`src/sv/wct_pkg.sv`:
```
// Shared types and constants for the wrapping counter timestamp block.
package wct_pkg;

    localparam int SAMPLE_W   = 32;
    localparam int CYCLES_W   = 64;
    localparam int MHZ_W      = 10;
    localparam int DIVISOR_W  = 30;
    localparam int SECS_W     = 45;
    localparam int STEP_W     = 6;
    localparam int QUEUE_DEPTH = 2;

    localparam logic [MHZ_W-1:0] CLOCK_MHZ_RESET = 10'd200;

    localparam logic [DIVISOR_W-1:0] USEC_PER_SEC  = 30'd1000000;
    localparam logic [DIVISOR_W-1:0] USEC_PER_MSEC = 30'd1000;

    // Step counts of the three divide passes; each pass skips leading
    // quotient bits that are known to be zero.
    localparam logic [STEP_W-1:0] STEPS_SEC = 6'd45;
    localparam logic [STEP_W-1:0] STEPS_MS  = 6'd10;
    localparam logic [STEP_W-1:0] STEPS_US  = 6'd10;

    // Configuration register index (byte address bit 2)
    localparam logic REG_CLOCK_MHZ = 1'b0;

    // Queued request: full wrap-extended cycle count of one time query
    typedef struct packed {
        logic                valid;
        logic [CYCLES_W-1:0] cycles;
    } q_req_t;

    typedef struct packed {
        logic [63:0] total_micros;
        logic [9:0]  micros;
        logic [9:0]  millis;
        logic [31:0] seconds;
    } result_t;

endpackage

```
`src/sv/wct_front.sv`:
```
// Front end: accepts samples, runs the wrap check, queues time queries.
module wct_front (
    input  logic                         clk,
    input  logic                         rst_n,
    input  logic                         s_valid,
    output logic                         s_ready,
    input  logic [wct_pkg::SAMPLE_W-1:0] sample,
    input  logic                         req_type,
    input  logic                         q_full,
    output wct_pkg::q_req_t              q_push
);
    import wct_pkg::*;

    logic [SAMPLE_W-1:0] prev_reg, prev_next;
    logic [SAMPLE_W-1:0] wrap_reg, wrap_next;
    logic                accept;

    assign s_ready = !q_full;
    assign accept  = s_valid && s_ready;

    always_comb
    begin
        prev_next = prev_reg;
        wrap_next = wrap_reg;
        if (accept)
        begin
            prev_next = sample;
            if (sample < prev_reg)
            begin
                wrap_next = wrap_reg + 32'd1;
            end
        end
    end

    // Counter period is 2^32, so wraps * period + sample is a concatenation
    assign q_push.valid  = accept && req_type;
    assign q_push.cycles = {wrap_next, sample};

    always_ff @(posedge clk or negedge rst_n)
    begin
        if (!rst_n)
        begin
            prev_reg <= '0;
            wrap_reg <= '0;
        end
        else
        begin
            prev_reg <= prev_next;
            wrap_reg <= wrap_next;
        end
    end

endmodule

```
`src/sv/wct_fifo.sv`:
```
// Short request queue between the front end and the divide back end.
module wct_fifo (
    input  logic            clk,
    input  logic            rst_n,
    input  wct_pkg::q_req_t push,
    input  logic            pop,
    output logic            full,
    output wct_pkg::q_req_t head
);
    import wct_pkg::*;

    localparam int PTR_W = (QUEUE_DEPTH > 1) ? $clog2(QUEUE_DEPTH) : 1;
    localparam int CNT_W = $clog2(QUEUE_DEPTH + 1);
    localparam logic [PTR_W-1:0] PTR_LAST = PTR_W'(QUEUE_DEPTH - 1);
    localparam logic [CNT_W-1:0] CNT_FULL = CNT_W'(QUEUE_DEPTH);

    logic [CYCLES_W-1:0] entry_reg [QUEUE_DEPTH];
    logic [PTR_W-1:0]    wr_ptr_reg, wr_ptr_next;
    logic [PTR_W-1:0]    rd_ptr_reg, rd_ptr_next;
    logic [CNT_W-1:0]    count_reg, count_next;
    logic                do_push, do_pop;

    assign full        = (count_reg == CNT_FULL);
    assign head.valid  = (count_reg != '0);
    assign head.cycles = entry_reg[rd_ptr_reg];

    assign do_push = push.valid && !full;
    assign do_pop  = pop && head.valid;

    always_comb
    begin
        wr_ptr_next = wr_ptr_reg;
        rd_ptr_next = rd_ptr_reg;
        count_next  = count_reg;
        if (do_push)
        begin
            wr_ptr_next = (wr_ptr_reg == PTR_LAST) ? '0 : wr_ptr_reg + 1'b1;
        end
        if (do_pop)
        begin
            rd_ptr_next = (rd_ptr_reg == PTR_LAST) ? '0 : rd_ptr_reg + 1'b1;
        end
        if (do_push && !do_pop)
        begin
            count_next = count_reg + 1'b1;
        end
        else if (do_pop && !do_push)
        begin
            count_next = count_reg - 1'b1;
        end
    end

    always_ff @(posedge clk)
    begin
        if (do_push)
        begin
            entry_reg[wr_ptr_reg] <= push.cycles;
        end
    end

    always_ff @(posedge clk or negedge rst_n)
    begin
        if (!rst_n)
        begin
            wr_ptr_reg <= '0;
            rd_ptr_reg <= '0;
            count_reg  <= '0;
        end
        else
        begin
            wr_ptr_reg <= wr_ptr_next;
            rd_ptr_reg <= rd_ptr_next;
            count_reg  <= count_next;
        end
    end

endmodule

```
`src/sv/wct_back.sv`:
```
// Back end: bit-serial divider that turns a cycle count into time fields.
module wct_back (
    input  logic                      clk,
    input  logic                      rst_n,
    input  logic [wct_pkg::MHZ_W-1:0] clock_mhz,
    input  wct_pkg::q_req_t           q_head,
    output logic                      q_pop,
    output logic                      out_valid,
    input  logic                      out_ready,
    output wct_pkg::result_t          out_data
);
    import wct_pkg::*;

    localparam logic [1:0] ST_IDLE = 2'd0;
    localparam logic [1:0] ST_RUN  = 2'd1;
    localparam logic [1:0] ST_DONE = 2'd2;

    localparam logic [1:0] PH_SEC = 2'd0;
    localparam logic [1:0] PH_MS  = 2'd1;
    localparam logic [1:0] PH_US  = 2'd2;

    logic [1:0]           state_reg, state_next;
    logic [1:0]           phase_reg, phase_next;
    logic [STEP_W-1:0]    cnt_reg, cnt_next;
    logic [CYCLES_W-1:0]  quo_reg, quo_next;
    logic [DIVISOR_W-1:0] rem_reg, rem_next;
    logic [DIVISOR_W-1:0] div_reg, div_next;
    logic [63:0]          total_reg, total_next;
    logic [SECS_W-1:0]    secs_reg, secs_next;
    logic [9:0]           ms_reg, ms_next;
    logic                 out_valid_reg, out_valid_next;
    result_t              res_reg, res_next;

    logic [MHZ_W-1:0]     mhz_eff;
    logic [DIVISOR_W-1:0] mhz_ext;
    logic [DIVISOR_W-1:0] hz;
    logic [DIVISOR_W-1:0] hz_ms;
    logic [DIVISOR_W:0]   rem_shift;
    logic                 ge;
    logic [DIVISOR_W-1:0] r_step;
    logic [CYCLES_W-1:0]  q_step;
    logic [CYCLES_W-1:0]  secs_ext, secs_scaled;
    logic [CYCLES_W-1:0]  ms_ext, ms_scaled, us_ext;
    logic                 out_free;

    assign mhz_eff = (clock_mhz == '0) ? MHZ_W'(1) : clock_mhz;
    assign mhz_ext = {{(DIVISOR_W-MHZ_W){1'b0}}, mhz_eff};
    assign hz      = mhz_ext * USEC_PER_SEC;
    assign hz_ms   = mhz_ext * USEC_PER_MSEC;

    // 1e6 = 2^20 - 2^16 + 2^14 + 2^9 + 2^6; 1000 = 2^10 - 2^4 - 2^3
    assign secs_ext    = {{(CYCLES_W-SECS_W){1'b0}}, secs_reg};
    assign secs_scaled = (secs_ext << 20) - (secs_ext << 16) + (secs_ext << 14)
                       + (secs_ext << 9) + (secs_ext << 6);
    assign ms_ext      = {{(CYCLES_W-10){1'b0}}, ms_reg};
    assign ms_scaled   = (ms_ext << 10) - (ms_ext << 4) - (ms_ext << 3);
    assign us_ext      = {{(CYCLES_W-10){1'b0}}, quo_reg[9:0]};

    // One restoring divide step
    assign rem_shift = {rem_reg, quo_reg[CYCLES_W-1]};
    assign ge        = (rem_shift >= {1'b0, div_reg});
    assign r_step    = ge ? DIVISOR_W'(rem_shift - {1'b0, div_reg})
                          : rem_shift[DIVISOR_W-1:0];
    assign q_step    = {quo_reg[CYCLES_W-2:0], ge};

    assign out_free  = !out_valid_reg || out_ready;
    assign q_pop     = (state_reg == ST_IDLE) && q_head.valid;
    assign out_valid = out_valid_reg;
    assign out_data  = res_reg;

    always_comb
    begin
        state_next     = state_reg;
        phase_next     = phase_reg;
        cnt_next       = cnt_reg;
        quo_next       = quo_reg;
        rem_next       = rem_reg;
        div_next       = div_reg;
        total_next     = total_reg;
        secs_next      = secs_reg;
        ms_next        = ms_reg;
        out_valid_next = out_valid_reg;
        res_next       = res_reg;

        if (out_valid_reg && out_ready)
        begin
            out_valid_next = 1'b0;
        end

        case (state_reg)
            ST_IDLE:
            begin
                if (q_head.valid)
                begin
                    // seconds fit in 45 bits; the top 19 bits of the count are below 1e6
                    quo_next   = {q_head.cycles[44:0], 19'd0};
                    rem_next   = {11'd0, q_head.cycles[63:45]};
                    div_next   = hz;
                    cnt_next   = STEPS_SEC;
                    phase_next = PH_SEC;
                    state_next = ST_RUN;
                end
            end
            ST_RUN:
            begin
                quo_next = q_step;
                rem_next = r_step;
                cnt_next = cnt_reg - 1'b1;
                if (cnt_reg == STEP_W'(1))
                begin
                    case (phase_reg)
                        PH_SEC:
                        begin
                            // r_step < 1000 * hz_ms, so its top 20 bits are below hz_ms
                            secs_next  = q_step[SECS_W-1:0];
                            rem_next   = {10'd0, r_step[29:10]};
                            quo_next   = {r_step[9:0], 54'd0};
                            div_next   = hz_ms;
                            cnt_next   = STEPS_MS;
                            phase_next = PH_MS;
                        end
                        PH_MS:
                        begin
                            // r_step < 1000 * mhz, so its top 20 bits are below mhz
                            ms_next    = q_step[9:0];
                            total_next = secs_scaled;
                            rem_next   = {10'd0, r_step[29:10]};
                            quo_next   = {r_step[9:0], 54'd0};
                            div_next   = mhz_ext;
                            cnt_next   = STEPS_US;
                            phase_next = PH_US;
                        end
                        default:
                        begin
                            state_next = ST_DONE;
                        end
                    endcase
                end
            end
            ST_DONE:
            begin
                if (out_free)
                begin
                    res_next.total_micros = total_reg + ms_scaled + us_ext;
                    res_next.seconds      = secs_reg[31:0];
                    res_next.millis       = ms_reg;
                    res_next.micros       = quo_reg[9:0];
                    out_valid_next        = 1'b1;
                    state_next            = ST_IDLE;
                end
            end
            default:
            begin
                state_next = ST_IDLE;
            end
        endcase
    end

    always_ff @(posedge clk)
    begin
        quo_reg   <= quo_next;
        rem_reg   <= rem_next;
        div_reg   <= div_next;
        total_reg <= total_next;
        secs_reg  <= secs_next;
        ms_reg    <= ms_next;
        res_reg   <= res_next;
        cnt_reg   <= cnt_next;
        phase_reg <= phase_next;
    end

    always_ff @(posedge clk or negedge rst_n)
    begin
        if (!rst_n)
        begin
            state_reg     <= ST_IDLE;
            out_valid_reg <= 1'b0;
        end
        else
        begin
            state_reg     <= state_next;
            out_valid_reg <= out_valid_next;
        end
    end

endmodule

```
`src/sv/wrapping_counter_timestamp_top.sv`:
```
// Top level of the wrapping counter timestamp block.
//
// Usage:
//   s_axis carries one request per sample of a free-running 32-bit cycle
//   counter (tdata = counter_sample, tuser = req_type). Every request runs
//   the wrap check; req_type 0 (overflow event) ends there with no result,
//   req_type 1 (time query) yields one result on m_axis.
//   m_axis tdata = seconds, millis, micros, total_micros (low bits first).
//   APB register at byte 0: clock_mhz (reset 200, 0 acts as 1 MHz); write it
//   only while no query is in flight.
// Timing:
//   The front end takes a request every cycle while the 2-entry queue has
//   room. The back end is a 1-bit-per-cycle restoring divider run three
//   times (45 steps by clock_mhz * 1e6, 10 by clock_mhz * 1000, 10 by
//   clock_mhz), and it takes the next query from the queue only after the
//   last result has moved to the output register. Overflow events end in
//   the front end.
// Reset clears the wrap count, previous sample, queue and output valid.
// A stalled m_axis holds its result; the divider still finishes the next
// query and waits, and the front end keeps accepting until the queue fills.
module wrapping_counter_timestamp_top (
    input  logic         clk,
    input  logic         rst_n,
    // APB configuration port
    input  logic         psel,
    input  logic         penable,
    input  logic         pwrite,
    input  logic [2:0]   paddr,
    input  logic [31:0]  pwdata,
    output logic [31:0]  prdata,
    output logic         pready,
    // request stream
    input  logic         s_axis_tvalid,
    output logic         s_axis_tready,
    input  logic [31:0]  s_axis_tdata,   // [31:0] counter_sample
    input  logic         s_axis_tuser,   // [0] req_type
    // result stream
    output logic         m_axis_tvalid,
    input  logic         m_axis_tready,
    output logic [119:0] m_axis_tdata    // [31:0] seconds, [41:32] millis,
                                         // [51:42] micros, [115:52] total_micros
);
    import wct_pkg::*;

    logic [MHZ_W-1:0] clock_mhz_reg, clock_mhz_next;
    logic             cfg_write;
    q_req_t           q_push;
    q_req_t           q_head;
    logic             q_full;
    logic             q_pop;
    result_t          res;

    // ---- configuration register ----
    assign pready    = 1'b1;
    assign cfg_write = psel && penable && pwrite && pready;

    always_comb
    begin
        clock_mhz_next = clock_mhz_reg;
        if (cfg_write && (paddr[2] == REG_CLOCK_MHZ))
        begin
            clock_mhz_next = pwdata[MHZ_W-1:0];
        end
    end

    always_comb
    begin
        prdata = '0;
        if (paddr[2] == REG_CLOCK_MHZ)
        begin
            prdata = {{(32-MHZ_W){1'b0}}, clock_mhz_reg};
        end
    end

    always_ff @(posedge clk or negedge rst_n)
    begin
        if (!rst_n)
        begin
            clock_mhz_reg <= CLOCK_MHZ_RESET;
        end
        else
        begin
            clock_mhz_reg <= clock_mhz_next;
        end
    end

    // ---- front end: wrap check and classification ----
    wct_front u_front (
        .clk      (clk),
        .rst_n    (rst_n),
        .s_valid  (s_axis_tvalid),
        .s_ready  (s_axis_tready),
        .sample   (s_axis_tdata),
        .req_type (s_axis_tuser),
        .q_full   (q_full),
        .q_push   (q_push)
    );

    // ---- query queue ----
    wct_fifo u_fifo (
        .clk   (clk),
        .rst_n (rst_n),
        .push  (q_push),
        .pop   (q_pop),
        .full  (q_full),
        .head  (q_head)
    );

    // ---- back end: divider and output register ----
    wct_back u_back (
        .clk       (clk),
        .rst_n     (rst_n),
        .clock_mhz (clock_mhz_reg),
        .q_head    (q_head),
        .q_pop     (q_pop),
        .out_valid (m_axis_tvalid),
        .out_ready (m_axis_tready),
        .out_data  (res)
    );

    assign m_axis_tdata = {4'd0, res.total_micros, res.micros, res.millis, res.seconds};

endmodule
```
`config.mk`:
```
export PLATFORM = sky130hd
export DESIGN_NAME = wrapping_counter_timestamp_top
export DESIGN_NICKNAME = d
export VERILOG_FILES = /design/src/sv/wct_pkg.sv /design/src/sv/wct_front.sv /design/src/sv/wct_fifo.sv /design/src/sv/wct_back.sv /design/src/sv/wrapping_counter_timestamp_top.sv
export SDC_FILE = /design/constraint.sdc
export NUM_CORES = 1
export LEC_CHECK = 0
export BUFFER_PORTS_ARGS = -buffer_cell sky130_fd_sc_hd__buf_2
export CAP_MARGIN = 20
export CORE_ASPECT_RATIO = 0.75
export CORE_MARGIN = 2
export CORE_UTILIZATION = 63
export DETAILED_ROUTE_END_ITERATION = 10
export MAX_ROUTING_LAYER = met4
export PLACE_DENSITY = 0.82
export SYNTH_ARGS = -nofsm -noshare
export SYNTH_HDL_FRONTEND = slang
export SYNTH_SLANG_ARGS = --single-unit
export TNS_END_PERCENT = 1
```
`constraint.sdc`:
```
create_clock -name clk -period 8.07 [get_ports clk]
set_input_delay 1.2105 -clock clk [delete_from_list [all_inputs] [get_ports clk]]
set_output_delay 1.2105 -clock clk [all_outputs]
set_load 0.05 [all_outputs]
```
# After elaboration in Yosys (flattened, before gate mapping)
# Memories as Yosys holds them, arrays and structs flattened.
# Index checks and enable logic that the tools add are counted.
# word_totals
ramBits	128
wordCells	119
register_bits	448
output_inout_bits	155
n_memories	1
# op_classes
reduce_logical	29
add_sub_neg	15
n_mux	39
mul	2
order_cmp	2
eq_ne	10
bitwise_logic	1
# memory_table
name	words	word_bits	read_ports	rd_ports_with_merged_regs	write_ports	line_no	rtl
u_fifo.entry_reg	2	64	1	0	1	wct_fifo.sv:17	logic [CYCLES_W-1:0] entry_reg [QUEUE_DEPTH];
# ops
cell	count
$mux W64	3
$mux W30	6
$pmux W30 S2	3
$pmux W64 S2	1
$add A64 B10 Y64	1
$add A64 B51 Y64	1
$add A64 B54 Y64	1
$add A64 B59 Y64	1
$add A64 B64 Y64	1
$mux W32	2
$sub A64 B13 Y64	1
$sub A64 B61 Y64	1
$add A32 B1 Y32 const B	1
$lt A32 B32 Y1	1
$ge A31 B30 Y1	1
$sub A30 B30 Y30	1
$mul A10 B14 Y24 const B	1
$sub A20 B14 Y21	1
$mux W10	2
$mux W6	3
$mul A10 B7 Y17 const B	1
$mux W2	8
$pmux W6 S2	1
$logic_and A1 B1 Y1	11
other kinds (23)	44

# Logic depth before layout (Yosys ltp)
# depth
depth_word	9
mapped_depth	25
mapped_depth_nobuf	25

# By module
# From an unflattened synthesis, not the netlist that was laid out.
# hier_totals
hier_cells	3672
hier_area_um2	40431.3
# modules_own_cells
mod	seq_area_each_um2	cells_per_inst	n_inst	area_each_um2
wct_back	10855.4	2991	1	30794.5
wct_fifo	3943.8	218	1	5024.8
wct_front	1601.5	401	1	3896.2
wrapping_counter_timestamp_top	254.0	62	1	715.7

# Least setup slack after synthesis
# OpenSTA, ideal clock, no wires.
# synth_path
path_type	input to register
startpoint	in m_axis_tready
endpoint	reg u_back.res_reg, in the netlist u_back.out_data[0] (enable)
t_arrival_ns	6.367
path_stages	2
required_time_ns	7.468
n_path_buf	0
slack_ns	1.101
cell_sequence	nand2b_1 > nor2b_1
# synth_via
elab_chain_len	2
# synth_lines
element	line_no	rtl
from (decl)	wrapping_counter_timestamp_top.sv:39	input logic m_axis_tready,
$logic_or A1 B1 Y1	wct_back.sv:66	assign out_free = !out_valid_reg || out_ready;
$reduce_and A2 Y1 (no line)	-	
to (signal assigned)	wct_back.sv:167	res_reg <= res_next;
to (decl)	wct_back.sv:32	result_t res_reg, res_next;
# Every way passes these cells.
# A chain may end at the register's enable or synchronous reset.

# Worst setup path after layout
# layout_path
startpoint	reg u_back.ms_reg[6]
endpoint	reg u_back.res_reg, in the netlist u_back.out_data[113], data pin
# layout_via
elab_chain_len	4
# layout_lines
element	line_no	rtl
from (decl)	wct_back.sv:30	logic [9:0] ms_reg, ms_next;
from (signal assigned)	wct_back.sv:166	ms_reg <= ms_next;
$sub A20 B14 Y21	wct_back.sv:56	assign ms_scaled = (ms_ext << 10) - (ms_ext << 4) - (ms_ext << 3);
$sub A64 B13 Y64 (*)	wct_back.sv:56	
$add A64 B64 Y64 (*)	wct_back.sv:144	res_next.total_micros = total_reg + ms_scaled + us_ext;
$add A64 B10 Y64 (*)	wct_back.sv:144	
# Every way passes the cells marked *; elsewhere a longest branch is shown, timed or not.

==> impl_metrics.env <==
export IMPL_largest_reg_flops=128
export IMPL_cts_resized=0
export IMPL_drc=0
export IMPL_max_slew_margin_pct=28.29
export IMPL_htreeDepth=2
export IMPL_row_count=79
export IMPL_via_count=26894
export IMPL_use_met1_pct=40.85
export IMPL_fp_dieW_um=294.5
export IMPL_met3_usage_pct=4.100
export IMPL_synth_top_family_by_area="adder cells"
export IMPL_setup_viol_count_final=0
export IMPL_min_period_over_period_pct=83.97
export IMPL_synth_seq_area_share_pct=41.78
export IMPL_grtUsageMet2_pct=39.97
export IMPL_status="finished, final reports clean"
export IMPL_hp_class="input pin to asynchronous set/reset pin"
export IMPL_worst_clock_skew_ps=57.36
export IMPL_netlist_area_um2=39860
export IMPL_rsz0062_at_grt="false"
export IMPL_layout_drive_gt1_share_pct=9.424
export IMPL_grtUsageTotal_pct=27.54
export IMPL_clock_root_buffer="clkbuf_16"
export IMPL_synthArstFlopShare_pct=14.26
export IMPL_drt_total_wl_um=85710
export IMPL_clkTransAtPathRegs_ps=70
export IMPL_grt_pass1_wl_um=139800
export IMPL_avgRoutedWirePerCell_um=18.28
export IMPL_synth_edf_count=487
export IMPL_whs_ps=408.9
export IMPL_setup_tns_ps=0
export IMPL_cellPowerDensity_nw_per_um2=335.3
export IMPL_crit_type="flop to flop"
export IMPL_synth_top_area_share_pct=36.68
export IMPL_core_area_um2=62270
export IMPL_yosys_warnings=0
export IMPL_setup_slack_ps=1294
export IMPL_vias_per_cell=5.737
export IMPL_synth_most_common_cell="inv_1"
export IMPL_clock_latency_ps=650
export IMPL_design_power_total_mw=14.52
export IMPL_muxShareOfSynthArea_pct=2.341
export IMPL_crit_path_start_kind="flop"
export IMPL_first_pass_iters=5
export IMPL_crit_path_end_kind="flop"
export IMPL_rrSetupSlack_ps=1290
export IMPL_fin_crit_ps=6776
export IMPL_ys_types=91
export IMPL_cts_max_path_buffers=3
export IMPL_place_gp_congestion=0.9283
export IMPL_drv_cap=0
export IMPL_tritoncts="yes"
export IMPL_vdd_drop_max_mv=0.4078
export IMPL_place_area_um2=41420
export IMPL_drv_slew=0
export IMPL_grt_antenna_before_repair=5
export IMPL_synthTopCellsByCount="inv_1, edfxtp_1, ha_1"
export IMPL_dieHeight_um=221.8
export IMPL_start_util_pct=64.02
export IMPL_required_ps=8430
export IMPL_design_die_area_um2=65330
export IMPL_grt_pass1_vias=26438
export IMPL_grt_max_degree=83
export IMPL_cts_hold_buf=0
export IMPL_syn_area_per_cell_um2=10.83
export IMPL_pin_count=230
export IMPL_grt_ovfl_total=0
export IMPL_ys_seq_elements=568
export IMPL_drtAntennaViolNets=0
export IMPL_leakage_nw=19.73
export IMPL_r2r_cells=22
export IMPL_synth_xor_area_share_pct=5.009
export IMPL_busiest_layer="met1"
export IMPL_clock_sinks=568
export IMPL_synth_area_leaders="edfxtp_1, ha_1, fa_1, inv_1, dfrtp_1"
export IMPL_regToRegEndpoint="u_back.out_data[113]"
export IMPL_nets=4538
export IMPL_crit_fanout=44
export IMPL_ys_flop_type="edfxtp_1"
export IMPL_yosys_area_share_adder_pct=23.36
export IMPL_synth_area_leader_cell="edfxtp_1"
export IMPL_drt_iter0_drc=2116
export IMPL_cts_made_buffers=55
export IMPL_tightestPinTransition_ps=1076
export IMPL_crit_start="u_back.ms_reg[6]"
export IMPL_arrival_ps=7130
export IMPL_area_delta_synth_final_pct=8.600
export IMPL_design_area_um2=43290
export IMPL_portBuffers=178
export IMPL_dp_slack_ps=1416
export IMPL_hold_viol=0
export IMPL_post_cts_setup_buffers=0
export IMPL_synth_compound_gate_area_share_pct=11.53
export IMPL_hpwlAfterDp_um=65350
export IMPL_netlist_instances=3682
export IMPL_r2r_start="u_back.ms_reg[6]"
export IMPL_fmax_mhz=147.6
export IMPL_synth_simple_gate_area_share_pct=9.118
-- worst max path at each step --
stage,to
after floorplan,u_back.out_data[0]
after global placement,u_back.out_data[113]
after detailed placement,u_back.out_data[113]
after CTS,u_back.out_data[113]
after global routing,u_back.out_data[113]
final,u_back.out_data[113]
-- critical path, cell delays in order (launching register included) --
cell and delay, ps:
edfxtp_1 470, inv_1 160, ha_1 270, and3_1 170
a21oi_1 170, nor2_1 80, o21ai_0 260, nor2_1 70
o21ai_0 200, nand3_2 780, ha_1 650, inv_1 50
ha_1 280, ha_1 440, nand4_1 210, or3_1 440
a211oi_1 340, nor2_1 190, o41ai_1 410, a21oi_1 210
nor3b_1 350, o21ai_1 140, xnor2_1 140
-- layout make-up --
cell class,count,area (um2)
multi-input combinational,2452,20630
fill,4497,18980
sequential,568,16660
inverter,554,2079
clock buffer,66,1458
timing repair buffer,197,1036
tap,810,1013
clock inverter,36,404.1
antenna,5,12.51
-- cells by family after synthesis --
group	count (synthesis)
other	2
flip-flops	568
multiplexers	91
adder cells (fa/ha/maj)	635
AO/OA/AOI/OAI	720
AND/OR/NAND/NOR	751
XOR/XNOR	228
buffers and inverters	687
-- routing by layer --
layer,wire length [um],vias to the layer above
li1,-,13098
met2,37080,864
met4,2059,0
met3,5536,137
met5,0,-
met1,41040,12795
-- per-stage QoR --
stage	instances	util, %
after floorplan	3707	-
after global placement	4581	66.51
after detailed placement	4581	66.51
after CTS	4683	69.50
after global routing	4688	69.52
final	4688	69.52
-- power breakdown --
group	total, mW	switching, mW	internal, mW
logic	7.52	4.36	3.16
clock network	2.63	1.16	1.47
registers	4.37	0.312	4.06
total	14.5	5.83	8.69
-- placed cells by master, fill, tap and decap left out, types with 15 or more instances in the layout --
master / count
a211oi_1: 28
a21o_1: 99
a21oi_1: 189
a31oi_1: 29
and2_1: 29
and3_1: 27
buf_2: 177
buf_4: 20
clkbuf_16: 55
conb_1: 27
dfrtp_1: 77
edfxtp_1: 487
fa_1: 182
ha_1: 453
inv_1: 553
mux2_2: 15
mux2i_1: 73
nand2_1: 211
nand2b_1: 26
nand3_1: 92
nand4_1: 41
nor2_1: 175
nor2b_1: 28
nor3_1: 44
o211ai_1: 17
o21a_1: 21
o21ai_0: 180
o21ai_1: 15
o21bai_1: 24
o22ai_1: 16
xnor2_1: 139
xor2_1: 89
(Power assumes the default switching activity.)
